===== config.mk =====
export PLATFORM = sky130hd
export DESIGN_NAME = csv_record_tokenizer_top
export DESIGN_NICKNAME = d
export VERILOG_FILES = /design/src/hdl/csvt_pkg.sv /design/src/hdl/csvt_step.sv /design/src/hdl/csvt_fifo.sv /design/src/hdl/csv_record_tokenizer_top.sv
export SDC_FILE = /design/constraint.sdc
export NUM_CORES = 1
export LEC_CHECK = 0
export BUFFER_PORTS_ARGS = -buffer_cell sky130_fd_sc_hd__buf_2
export CORE_MARGIN = 2
export CORE_UTILIZATION = 59
export CTS_BUF_LIST = sky130_fd_sc_hd__clkbuf_16
export DETAILED_ROUTE_END_ITERATION = 10
export GPL_TIMING_DRIVEN = 0
export PLACE_DENSITY = 0.79
export SYNTH_ARGS = -nofsm -noshare
export SYNTH_HDL_FRONTEND = slang
export SYNTH_SLANG_ARGS = --single-unit

===== constraint.sdc =====
create_clock -name clk -period 3.9 [get_ports clk]
set_input_delay 0.585 -clock clk [delete_from_list [all_inputs] [get_ports clk]]
set_output_delay 0.585 -clock clk [all_outputs]
set_load 0.02 [all_outputs]

===== src/hdl/csvt_pkg.sv =====
`default_nettype none
// ----------------------------------------------------------------------------
// csvt_pkg
// Shared types and constants for the CSV record tokeniser.
// ----------------------------------------------------------------------------
package csvt_pkg;

  localparam logic [7:0] CH_QUOTE = 8'h22;
  localparam logic [7:0] CH_COMMA = 8'h2C;
  localparam logic [7:0] CH_CR    = 8'h0D;
  localparam logic [7:0] CH_LF    = 8'h0A;

  localparam logic [1:0] KIND_DATA       = 2'd0;
  localparam logic [1:0] KIND_FIELD_END  = 2'd1;
  localparam logic [1:0] KIND_RECORD_END = 2'd2;

  typedef struct packed {
    logic [7:0] text_byte;
    logic       final_byte;
  } in_t;

  typedef struct packed {
    logic [1:0] token_kind;
    logic [7:0] token_byte;
    logic       run_end;
  } out_t;

  // tokens produced by one input byte
  typedef struct packed {
    logic [1:0] count;
    out_t       tok0;
    out_t       tok1;
  } step_res_t;

endpackage
`default_nettype wire


===== src/hdl/csvt_step.sv =====
`default_nettype none
// ----------------------------------------------------------------------------
// csvt_step
// Tokeniser state flags and the per-byte decode into at most two tokens.
// ----------------------------------------------------------------------------
module csvt_step (
  input  wire logic               clk,
  input  wire logic               rst,
  input  wire logic               advance,
  input  wire csvt_pkg::in_t      item,
  output csvt_pkg::step_res_t     res
);

  logic inside_quotes, field_begun, quote_pending, cr_pending, record_has_content;
  logic inside_quotes_next, field_begun_next, quote_pending_next;
  logic cr_pending_next, record_has_content_next;
  logic done;
  logic [7:0] b;
  logic [1:0] cnt;
  csvt_pkg::out_t t0, t1;

  assign b = item.text_byte;

  always_comb begin
    inside_quotes_next      = inside_quotes;
    field_begun_next        = field_begun;
    quote_pending_next      = quote_pending;
    cr_pending_next         = cr_pending;
    record_has_content_next = record_has_content;
    done = 1'b0;
    cnt  = 2'd0;
    t0   = '0;
    t1   = '0;

    // lf straight after an unquoted cr is swallowed
    if (cr_pending) begin
      cr_pending_next = 1'b0;
      if (b == csvt_pkg::CH_LF) begin
        done = 1'b1;
      end
    end

    if (!done && quote_pending) begin
      quote_pending_next = 1'b0;
      if (b == csvt_pkg::CH_QUOTE) begin
        t0 = '{token_kind: csvt_pkg::KIND_DATA, token_byte: b, run_end: 1'b0};
        cnt = 2'd1;
        record_has_content_next = 1'b1;
        done = 1'b1;
      end else begin
        inside_quotes_next = 1'b0;
      end
    end

    // at most one token comes from the byte itself, always into slot 0
    if (!done) begin
      if (inside_quotes_next) begin
        if (b == csvt_pkg::CH_QUOTE) begin
          quote_pending_next = 1'b1;
        end else begin
          t0 = '{token_kind: csvt_pkg::KIND_DATA, token_byte: b, run_end: 1'b0};
          cnt = 2'd1;
          record_has_content_next = 1'b1;
        end
      end else begin
        unique case (b)
          csvt_pkg::CH_QUOTE: begin
            if (!field_begun) begin
              inside_quotes_next = 1'b1;
              field_begun_next   = 1'b1;
            end else begin
              t0 = '{token_kind: csvt_pkg::KIND_DATA, token_byte: b, run_end: 1'b0};
              cnt = 2'd1;
              record_has_content_next = 1'b1;
            end
          end
          csvt_pkg::CH_COMMA: begin
            t0 = '{token_kind: csvt_pkg::KIND_FIELD_END, token_byte: 8'd0, run_end: 1'b0};
            cnt = 2'd1;
            record_has_content_next = 1'b1;
            field_begun_next = 1'b0;
          end
          csvt_pkg::CH_CR, csvt_pkg::CH_LF: begin
            field_begun_next = 1'b0;
            if (record_has_content_next) begin
              t0 = '{token_kind: csvt_pkg::KIND_RECORD_END, token_byte: 8'd0,
                     run_end: 1'b0};
              cnt = 2'd1;
            end
            record_has_content_next = 1'b0;
            cr_pending_next = (b == csvt_pkg::CH_CR);
          end
          default: begin
            t0 = '{token_kind: csvt_pkg::KIND_DATA, token_byte: b, run_end: 1'b0};
            cnt = 2'd1;
            record_has_content_next = 1'b1;
            field_begun_next = 1'b1;
          end
        endcase
      end
    end

    // end of text closes an open record and clears everything
    if (item.final_byte) begin
      if (record_has_content_next) begin
        if (cnt == 2'd0) begin
          t0 = '{token_kind: csvt_pkg::KIND_RECORD_END, token_byte: 8'd0, run_end: 1'b0};
        end else begin
          t1 = '{token_kind: csvt_pkg::KIND_RECORD_END, token_byte: 8'd0, run_end: 1'b0};
        end
        cnt = cnt + 2'd1;
      end
      inside_quotes_next      = 1'b0;
      field_begun_next        = 1'b0;
      quote_pending_next      = 1'b0;
      cr_pending_next         = 1'b0;
      record_has_content_next = 1'b0;
    end

    t0.run_end = (cnt == 2'd1);
    t1.run_end = 1'b1;
  end

  assign res = '{count: cnt, tok0: t0, tok1: t1};

  always_ff @(posedge clk) begin
    if (rst) begin
      inside_quotes      <= 1'b0;
      field_begun        <= 1'b0;
      quote_pending      <= 1'b0;
      cr_pending         <= 1'b0;
      record_has_content <= 1'b0;
    end else if (advance) begin
      inside_quotes      <= inside_quotes_next;
      field_begun        <= field_begun_next;
      quote_pending      <= quote_pending_next;
      cr_pending         <= cr_pending_next;
      record_has_content <= record_has_content_next;
    end
  end

endmodule
`default_nettype wire


===== src/hdl/csvt_fifo.sv =====
`default_nettype none
// ----------------------------------------------------------------------------
// csvt_fifo
// Four-entry token queue, up to two pushes per cycle, one pop to the output.
// ----------------------------------------------------------------------------
module csvt_fifo (
  input  wire logic                clk,
  input  wire logic                rst,
  input  wire logic                push,
  input  wire csvt_pkg::step_res_t res,
  output logic                     room,
  output logic                     out_valid,
  input  wire logic                out_stall,
  output csvt_pkg::out_t           out_data
);

  csvt_pkg::out_t entry [4];
  logic [1:0] wr_ptr, rd_ptr;
  logic [2:0] fill, fill_next;
  logic [1:0] n_push;
  logic       pop;

  assign n_push    = push ? res.count : 2'd0;
  assign out_valid = (fill != 3'd0);
  assign pop       = out_valid && !out_stall;
  assign out_data  = entry[rd_ptr];
  // room for a full two-token transaction
  assign room      = (fill <= 3'd2);
  assign fill_next = fill + {1'b0, n_push} - {2'b00, pop};

  always_ff @(posedge clk) begin
    if (n_push != 2'd0) begin
      entry[wr_ptr] <= res.tok0;
    end
    if (n_push == 2'd2) begin
      entry[wr_ptr + 2'd1] <= res.tok1;
    end
  end

  always_ff @(posedge clk) begin
    if (rst) begin
      wr_ptr <= 2'd0;
      rd_ptr <= 2'd0;
      fill   <= 3'd0;
    end else begin
      wr_ptr <= wr_ptr + n_push;
      rd_ptr <= rd_ptr + {1'b0, pop};
      fill   <= fill_next;
    end
  end

endmodule
`default_nettype wire


===== src/hdl/csv_record_tokenizer_top.sv =====
`default_nettype none
// ----------------------------------------------------------------------------
// csv_record_tokenizer_top
// Streaming CSV tokeniser: text bytes in, data / field end / record end out.
// ----------------------------------------------------------------------------
// One text byte is taken per cycle, unless in_stall is high, into an input
// register; the registered byte is decoded against the quote and line-break flags
// once the output queue has room, and its zero to two tokens go into a four-entry
// output queue. Sustained rate is one byte per cycle while each byte yields at most
// one token and the output is not stalled; the output side moves one token per
// cycle when not stalled, so bytes that yield two tokens (final byte closing a
// record) slow the input. Each token passes the input register, then the queue.
module csv_record_tokenizer_top (
  input  wire logic           clk,
  input  wire logic           rst,
  input  wire logic           in_valid,
  output logic                in_stall,
  input  wire csvt_pkg::in_t  in_data,
  output logic                out_valid,
  input  wire logic           out_stall,
  output csvt_pkg::out_t      out_data
);

  csvt_pkg::in_t       in_q;
  logic                in_q_valid;
  logic                room;
  logic                advance;
  csvt_pkg::step_res_t res;

  assign advance  = in_q_valid && room;
  assign in_stall = in_q_valid && !room;

  always_ff @(posedge clk) begin
    if (in_valid && !in_stall) begin
      in_q <= in_data;
    end
  end

  always_ff @(posedge clk) begin
    if (rst) begin
      in_q_valid <= 1'b0;
    end else if (in_valid && !in_stall) begin
      in_q_valid <= 1'b1;
    end else if (advance) begin
      in_q_valid <= 1'b0;
    end
  end

  csvt_step u_step (
    .clk     (clk),
    .rst     (rst),
    .advance (advance),
    .item    (in_q),
    .res     (res)
  );

  csvt_fifo u_fifo (
    .clk       (clk),
    .rst       (rst),
    .push      (advance),
    .res       (res),
    .room      (room),
    .out_valid (out_valid),
    .out_stall (out_stall),
    .out_data  (out_data)
  );

endmodule
`default_nettype wire


== After elaboration in Yosys (flattened, before gate mapping) ==
Memory sizes are Yosys's and may differ from the RTL's. A register that Yosys moved wholly into a read port is not among the register bits.
Index checks and enable logic that the tools add are counted.
Widths: inputs -> output; s select.
Operators by class
  $add $sub $neg: 6
  magnitude comparators: 1
  eq/ne operators: 8
  muxes and demuxes: 64
  reductions and logical operators: 16
Operator list (count)
  $mux 11: 12
  $mux 1: 38
  $pmux 11 s3: 1
  $mux 2: 10
  $eq 8x4->1 const B: 2
  $eq 8x6->1 const B: 2
  $mux 9: 1
  $logic_and 1x1->1: 5
  $add 2x1->2 const B: 2
  $logic_not 1->1: 4
  $ne 2x2->1 const B: 2
  $pmux 2 s2: 1
  $reduce_bool 2->1: 2
  $add 3x2->3: 1
  $le 3x2->1 const B: 1
  $reduce_and 3->1: 1
  $reduce_bool 3->1: 1
  $reduce_or 3->1: 1
  $sub 3x1->3: 1
  $add 2x1->2: 1
  $add 2x2->2: 1
  $eq 2x1->1 const B: 1
  $eq 2x2->1 const B: 1
  $logic_not 2->1: 1
  other kinds (2): 2
Word-level totals
  bits in registers: 22
  bits in writable memories: 44
  output and inout bits: 13
  memories: 1
Memories
  u_fifo.entry: depth 4, width 11, read ports 1, clocked after memory_dff 1, write ports 2, line csvt_fifo.sv:17  | csvt_pkg::out_t entry [4];

== Depth between registers and ports, before layout ==
Gate-level depths: netlist of the first run.
  depth after elaboration: 17
  depth in mapped cells: 16
  gate-level depth less buffers: 14

== Modules after synthesis ==
From an unflattened synthesis of the first run, not the netlist that was laid out.
Second synthesis, totals
  cells, all modules: 284
  area, all modules: 3747.3 um^2
Modules (own cells, without submodules)
  csvt_fifo: instances 1, cells each 162, area each 2608.8 um^2, sequential area each 1461.4 um^2
  csvt_step: instances 1, cells each 108, area each 812.0 um^2, sequential area each 100.1 um^2
  csv_record_tokenizer_top: instances 1, cells each 14, area each 326.6 um^2, sequential area each 290.3 um^2

== Least setup slack after synthesis of the first run ==
No wires, ideal clock.
  kind: flip-flop to flip-flop
  from: reg in_q[1] (netlist bit)
  to: mem u_fifo.entry[1][10] (netlist bit), data pin
  setup time: 275 ps
  arrival: 3015 ps
  required time: 3625 ps
  slack: 610 ps
  cell stages (with the launch flop): 13
  path buffers: 2
  path through: edfxtp_1 buf_6 nor3b_4 o21ai_1 o32a_2 nor3_1 inv_1 ha_1 o311ai_0 nor3_1 o21ai_4 clkbuf_2 o21ai_0
RTL lines
  start, declared: line csv_record_tokenizer_top.sv:24  | csvt_pkg::in_t in_q;
  start signal, assigned: line csv_record_tokenizer_top.sv:35  | in_q <= in_data;
  end, declared: line csvt_fifo.sv:17

==> results of run 1 <==
area by class of cell:
cell class / count / area share
multi-input combinational: 239 / 0.4439
sequential: 66 / 0.3817
clock buffer: 10 / 0.06581
timing repair buffer: 25 / 0.03291
buffer: 16 / 0.02534
tap: 72 / 0.02369
inverter: 14 / 0.01382
clock inverter: 6 / 0.01283
cell families (layout without fill, tap and decap cells):
group                    after synthesis  in the layout  synth area share
buffers and inverters                 30             71           0.04532
AO/OA/AOI/OAI                         72             72            0.1531
adder cells (fa/ha/maj)                5              5           0.02133
flip-flops                            66             66            0.4417
AND/OR/NAND/NOR                      128            128            0.1957
multiplexers                          27             27            0.1241
XOR/XNOR                               7              7           0.01866
layer usage:
| metal | up-vias | GRT usage | share of wire |
|---|---|---|---|
| met1 | 1290 | 0.3483 | 0.43 |
| met5 | - | 0 | 0 |
| li1 | 1289 | - | - |
| met2 | 91 | 0.4333 | 0.50 |
| met4 | 0 | 0.09474 | 0.014 |
| met3 | 13 | 0.05747 | 0.054 |
through the flow:
step	util	setup WS (ns)	hold WS (ns)
after floorplan	-	0.6098	0.4278
after global placement	0.6437	0.07392	0.4398
after detailed placement	0.6437	0.04225	0.4580
after CTS	0.6986	0.02707	0.4207
after global routing	0.6991	-0.06837	0.4201
final	0.6991	0.2162	0.4271
where the power goes:
part           switching, mW  internal [mW]  leakage (nW)
clock network          0.317          0.474         0.142
registers              0.122          0.893         0.565
logic                  0.443          0.381         0.729
total                  0.882           1.75          1.44
critical path: stages, from the launching register on:
cell and delay [ns]:
edfxtp_1 0.37, buf_6 0.15, nor3b_4 0.28, o21ai_1 0.18
o32a_2 0.43, nor3_1 0.27, inv_1 0.08, ha_1 0.30
o311ai_1 0.54, nor3_1 0.17, o21ai_4 0.18, clkbuf_2 0.31
o21ai_0 0.14
path summary, 6_finish.rpt:
path                            slack [ns]  cells after the start          startpoint             endpoint
worst max-delay path                  0.22                     12             in_q[1]  u_fifo.entry[1][10]
worst min register to register        0.47                      2  u_fifo.entry[1][2]   u_fifo.entry[1][2]
worst min-delay path                  0.43                      1          in_data[0]              in_q[0]
worst max register to register        0.22                     12             in_q[1]  u_fifo.entry[1][10]
layout by cell type (no fill, tap or decap), types with 3 or more instances in the layout:
cell       synthesis  layout
edfxtp_1          13      13
xnor2_1            7       7
a21oi_1           11      11
clkbuf_16          0      10
clkbuf_1           5       5
nand2_1           26      26
o21ai_0           23      23
ha_1               4       4
o32ai_1            3       3
mux2i_1           16      16
o22ai_1            4       4
nor3_1             7       7
dfxtp_1           53      53
or3_1              3       3
inv_1             14      14
nor2b_1            8       8
buf_2              4      29
nor2_1            40      39
mux4_2            11      11
nand3_1           20      20
o211ai_1           3       3
nand2b_1           5       5
timing repair:
action | 4_1_cts | 5_1_grt
setup buffers | 0 | 0
gates resized for setup | 1 | 1
setup endpoints to repair | 1 | 10
endpoints found under the hold margin | 0 | 0
flip-flops by register name (all words and copies together), names as in the netlist:
| name | count |
|---|---|
| u_step.quote_pending | 1 |
| in_q | 9 |
| u_fifo.fill | 3 |
| u_fifo.rd_ptr | 2 |
| u_fifo.wr_ptr | 2 |
| in_q_valid | 1 |
| u_step.field_begun | 1 |
| u_step.inside_quotes | 1 |
| u_step.record_has_content | 1 |
| u_step.cr_pending | 1 |
| u_fifo.entry | 44 |
==> summary.md, run 1 <==
| Metric | Value |
|---|---|
| Placed cell areas | `roughly 0.0035 mm^2` |
| RePlAce Congestion | `0.9114` |
| Crit. End Element | `flip-flop` |
| Initial antenna violation count | `0` |
| DR iter-0 viols | `189` |
| Clk sinks | `66` |
| Core outline area | `roughly 0.0054 mm^2` |
| TritonCTS buffer count | `9` |
| Cell Pwr Density | `691.6 mW/mm^2` |
| Initial core utilization | `0.6041` |
| Register Area | `between 0.001 and 0.0015 mm^2` |
| HPWL after DPL | `5.218 mm` |
| Leakage | `~1.4 nW` |
| DIE AREA | `0.006182 mm^2` |
| Drt pass-1 iters | `5` |
| WL final | `7.558 mm` |
| Cells after Synth | `335` |
| Synthesis Warnings | `0` |
| Avg Cell Area, Syn | `between 9 and 10 um^2` |
| Post-Route Skew | `0.003360 ns` |
| Status | `finished clean` |
| Peak Freq | `271.5 MHz` |
| Antenna cells | `0` |
| Top-count cell post-synth | `dfxtp_1` |
| Period utilization | `0.9446` |
| Worst VDD drop | `0.0003379 V` |
| Design Power | `2.630 mW` |
| GRT Residual Overflow | `0` |
| CP required | `3.95 ns` |
| Crit path DAT | `3.73 ns` |
| Number of synthesized flops with an enable pin | `13` |
| Max clock buf depth | `2` |
| Worst Tran Pin Value | `slightly below 0.9 ns` |
| H-Tree Depth | `3` |
| Clk_lat worst skew | `0.33 ns` |
| Layout cells sized above 1 | `0.1995` |
| Synth top area share | `0.3229` |
| Mapped Area | `0.003286 mm^2` |
| Synth cell types | `62` |
| Yosys reg bits | `66` |
| Hold Vio Cnt, Final | `0` |
| Crit Path Max Fanout | `10` |
| Crit path time final | `around 3.7 ns` |
| Residual DRC count | `0` |
| Row cnt | `27` |
| Die H | `78.63 um` |
| TNS Setup | `0 ns` |
| Design area | `0.003802 mm^2` |
| Crit Path Class | `flip-flop to flip-flop` |
| Max_cap viols | `0` |
| Clock slew at the register clock pins of the worst setup and hold paths | `0.06 ns` |
| Cell taking the most area after synthesis | `dfxtp_1` |
| Most area-consuming cells after synthesis | `dfxtp_1 32%, edfxtp_1 12%, mux4_2 7.5%` |
| Vias per Instance | `5.989` |
| First-pass GRT wire length | `12.54 mm` |
| Final setup viols | `0` |
| RSZ-0062 raised after global routing | `yes` |
| Final slew viol count | `0` |
| Register area share after synthesis | `0.4417` |
| WL/cell | `16.87 um` |
| CTS tree | `done` |
| Final non-filler cell total | `448` |
| All-layer global routing usage | `0.2654` |
| Critical path launch point type | `flip-flop` |
| Largest net degree at the start of global routing | `14` |
| Hold-fix buffers at CTS | `0` |
| Synth cell count leaders | `53 x dfxtp_1, 40 x nor2_1, 26 x nand2_1, 23 x o21ai_0, 20 x nand3_1` |
| Area of the multi-input gates | `0.001688 mm^2` |
| Most used DFF post-synth | `dfxtp_1` |
| Clk root buf | `clkbuf_16` |
| Die width | `78.63 um` |
| Nets | `389` |
| DP Cell Count | `432` |
| Worst min path class | `input pin to flip-flop` |
| I/O pin total | `26` |
| Area Overhead vs Synth | `15.73%` |
| Syn nets | `between 300 and 400` |
| Fillers | `419` |
| Post-route ant nets | `0` |
| Synth async-reset ratio | `0` |
| PortBufs | `25` |
| Slew HR | `0.4072` |
| Vias in the first global route | `between 2000 and 3000` |
| Vias | `2683` |
No activity file was read; power rests on OpenSTA's default activity.
==> inputs of run 2 (changes only) <==
--- a/config.mk
+++ b/config.mk
@@ -7,11 +7,12 @@
 export LEC_CHECK = 0
 export BUFFER_PORTS_ARGS = -buffer_cell sky130_fd_sc_hd__buf_2
 export CORE_MARGIN = 2
-export CORE_UTILIZATION = 59
+export CORE_UTILIZATION = 60
 export CTS_BUF_LIST = sky130_fd_sc_hd__clkbuf_16
 export DETAILED_ROUTE_END_ITERATION = 10
 export GPL_TIMING_DRIVEN = 0
 export PLACE_DENSITY = 0.79
 export SYNTH_ARGS = -nofsm -noshare
 export SYNTH_HDL_FRONTEND = slang
+export SYNTH_HIERARCHICAL = 1
 export SYNTH_SLANG_ARGS = --single-unit
==> run 2 against run 1 <==
Hold slack better by 0.0040 ns. Area after synthesis is 14% higher. Critical path depth is 5 higher. First-iteration DRC count is 28% lower. Sequential power is 15% lower. Critical endpoint is now u_fifo/fill[2].
==> summary.md, run 2 <==
| Metric | Value |
|---|---|
| Clk root buf | `clkbuf_16` |
| Number of synthesized flops with an enable pin | `53` |
| Final setup viols | `0` |
| Period utilization | `0.9350` |
| Antenna cells | `0` |
| Critical path launch point type | `flip-flop` |
| Worst hold stages | `1` |
| GRT Residual Overflow | `0` |
| Die width | `83.03 um` |
| Crit Path Class | `flip-flop to flip-flop` |
| Synth async-reset ratio | `0` |
| Clk sinks | `between 60 and 70` |
| Clock slew at the register clock pins of the worst setup and hold paths | `around 0.060 ns` |
| Reg with most FFs | `u_fifo/entry` |
| Final Core Density | `0.7262` |
| Initial antenna violation count | `0` |
| RePlAce Congestion | `0.9127` |
| Register Area | `about 0.0019 mm^2` |
| PortBufs | `25` |
| Layout cells sized above 1 | `0.3952` |
| Die H | `~83 um` |
| Vias in the first global route | `around 2400` |
| Status | `finished clean` |
| H-Tree Depth | `3` |
| HPWL after DPL | `4.888 mm` |
| R2R Path Start | `in_q[5]` |
| Slew HR | `0.2909` |
| Crit path time final | `3.647 ns` |
| Critical path's largest stage delay | `roughly 0.46 ns` |
| Hold Vio Cnt, Final | `0` |
| Post-Route Skew | `around 0.0058 ns` |
| Cell taking the most area after synthesis | `edfxtp_1` |
| Worst VDD drop | `0.0004331 V` |
| Vias | `around 2500` |
| Clk_lat worst skew | `0.33 ns` |
| DR iter-0 viols | `136` |
| Area Overhead vs Synth | `16.09%` |
| Row cnt | `28` |
| Hold-fix buffers at CTS | `0` |
| Initial core utilization | `0.6255` |
| Peak Freq | `274.2 MHz` |
| Largest regs | `u_fifo/entry x44, in_q x9, u_fifo/fill x3` |
| Synth cell count leaders | `53 x edfxtp_1, 35 x mux2_2, 14 x buf_4, 13 x dfxtp_1` |
| Vias per Instance | `5.993` |
| Max clock buf depth | `2` |
| I/O pin total | `26` |
| CP max-delay cell | `or3_4` |
| RSZ-0062 raised after global routing | `no` |
| Synth top area share | `0.4247` |
| Most area-consuming cells after synthesis | `edfxtp_1 42%, mux2_2 11%, dfxtp_1 6.9%` |
| Final slew viol count | `0` |
| Placed cell areas | `0.003996 mm^2` |
| Crit Path Max Fanout | `9` |
| CTS tree | `done` |
| WL final | `7.352 mm` |
| Largest net degree at the start of global routing | `14` |
| Synth cell types | `58` |
| Nets | `between 300 and 400` |
| Most frequent cells in the layout | `53 x edfxtp_1, 35 x mux2_2, 28 x buf_2` |
| Core outline area | `0.005991 mm^2` |
| Synthesis Warnings | `6` |
| Fillers | `380` |
| R2R Setup Slk | `roughly 0.25 ns` |
| Avg Cell Area, Syn | `13.19 um^2` |
| Design area | `between 0.004 and 0.005 mm^2` |
| Residual DRC count | `0` |
| Worst Tran Pin Value | `roughly 1.1 ns` |
| Max_cap viols | `0` |
| Area of the multi-input gates | `between 0.0015 and 0.002 mm^2` |
| Register area share after synthesis | `0.4942` |
| All-layer global routing usage | `0.2253` |
| Hold_ws | `0.4312 ns` |
| Leakage | `1.604 nW` |
| Worst min path class | `input pin to flip-flop` |
| TritonCTS buffer count | `9` |
| Design Power | `2.284 mW` |
| CP required | `4.11 ns` |
| Top-count cell post-synth | `edfxtp_1` |
| First-pass GRT wire length | `around 12 mm` |
| R2R cell count | `17` |
| Hold wc startpoint | `in_data[1]` |
| Max reg flops | `44` |
| Crit. End Element | `flip-flop` |
| Critical path, cell by cell | `or3_4 -> nor4_4 -> and2_1 -> a21oi_1 -> ha_1 -> nand2_1 -> o31ai_1 -> clkbuf_2 -> and2_1 -> nor3_2 -> nand2b_1 -> ha_1 -> inv_1 -> fa_1 -> xnor2_1 -> xnor2_1 -> nor2_1` |
| Most common cell after layout, fill and taps aside | `edfxtp_1` |
| Cells after Synth | `284` |
| Crit path DAT | `3.86 ns` |
| Most used DFF post-synth | `edfxtp_1` |
| WL/cell | `17.98 um` |
| Drt pass-1 iters | `5` |
| Mapped Area | `between 0.003 and 0.004 mm^2` |
| Setup crit start | `in_q[5]` |
| Cell Pwr Density | `around 520 mW/mm^2` |
| Post-route ant nets | `0` |
| Yosys reg bits | `66` |
| DIE AREA | `0.006894 mm^2` |
## run 2: cell count changes after synthesis, moves of 5 or more
cell and change:
and2_1 +5, nand2_1 -20, nor2_1 -29, nand3_1 -19, mux2_4 +10, o21ai_0 -15
mux2i_1 -16, edfxtp_1 +40, inv_1 -6, buf_4 +13, nand3b_1 +5, mux2_2 +35
dfxtp_1 -40
## run 2: logic make-up after synthesis
logic type	count (synthesis)	synth area share
muxes	56	0.2114
adders and majority gates	5	0.01870
and+or+nand+nor	73	0.1275
buffers and inverters	36	0.05709
AOI/OAI and AO/OA	42	0.07980
xor gates and xnor gates	4	0.009348
DFF	66	0.4942
other	2	0.002004
## run 2: metal layers
layer  GRT usage  vias up  share of wire
met5           0        -              0
li1            -     1162              -
met4     0.08346        0          0.023
met3     0.03976       21          0.039
met1      0.2811     1193           0.43
met2      0.3922       75           0.51
## run 2: worst paths after layout
kind                        endpoint
setup / recovery      u_fifo/fill[2]
hold / removal               in_q[1]
setup reg to reg      u_fifo/fill[2]
hold reg to reg   u_step/field_begun
## run 2: repair_timing
action,4_1_cts,5_1_grt
resized for setup,1,5
buffers inserted,0,1
setup endpoints to repair,1,23
pin swaps,0,1
gates cloned,0,0
## run 2: power by group
group	leakage [nW]	switching [mW]	internal, mW	total [mW]
Sequential	0.599	0.0346	0.832	0.867
Combinational	0.847	0.292	0.248	0.540
Clock	0.159	0.311	0.566	0.877
Total	1.60	0.637	1.65	2.28
## run 2: layout make-up
cell class                 instances  share of cell area
clock buffer                       9             0.05177
tap                               75             0.02157
clock inverter                     7             0.02272
multi-input combinational        190              0.3983
buffer                            27             0.04170
sequential                        66              0.4257
timing repair buffer              26             0.03049
inverter                           9            0.007765
## run 2: stage by stage
step / setup WS (ns) / setup TNS, ns / cells
after floorplan: 0.3502 / 0 / 292
after global placement: 0.04212 / 0 / 392
after detailed placement: -0.03203 / -0.03203 / 392
after CTS: 0.04549 / 0 / 408
after global routing: 0.02381 / 0 / 409
final: 0.2535 / 0 / 409
## run 2: worst max-delay path, delay by kind of cell (launching register included)
family          cells  cell delay (ns)
fa+ha+maj           3             0.81
buf+inv             2             0.24
xor+xnor            2             0.33
simple gates        8             1.61
compound gates      2             0.13
flops               1             0.42
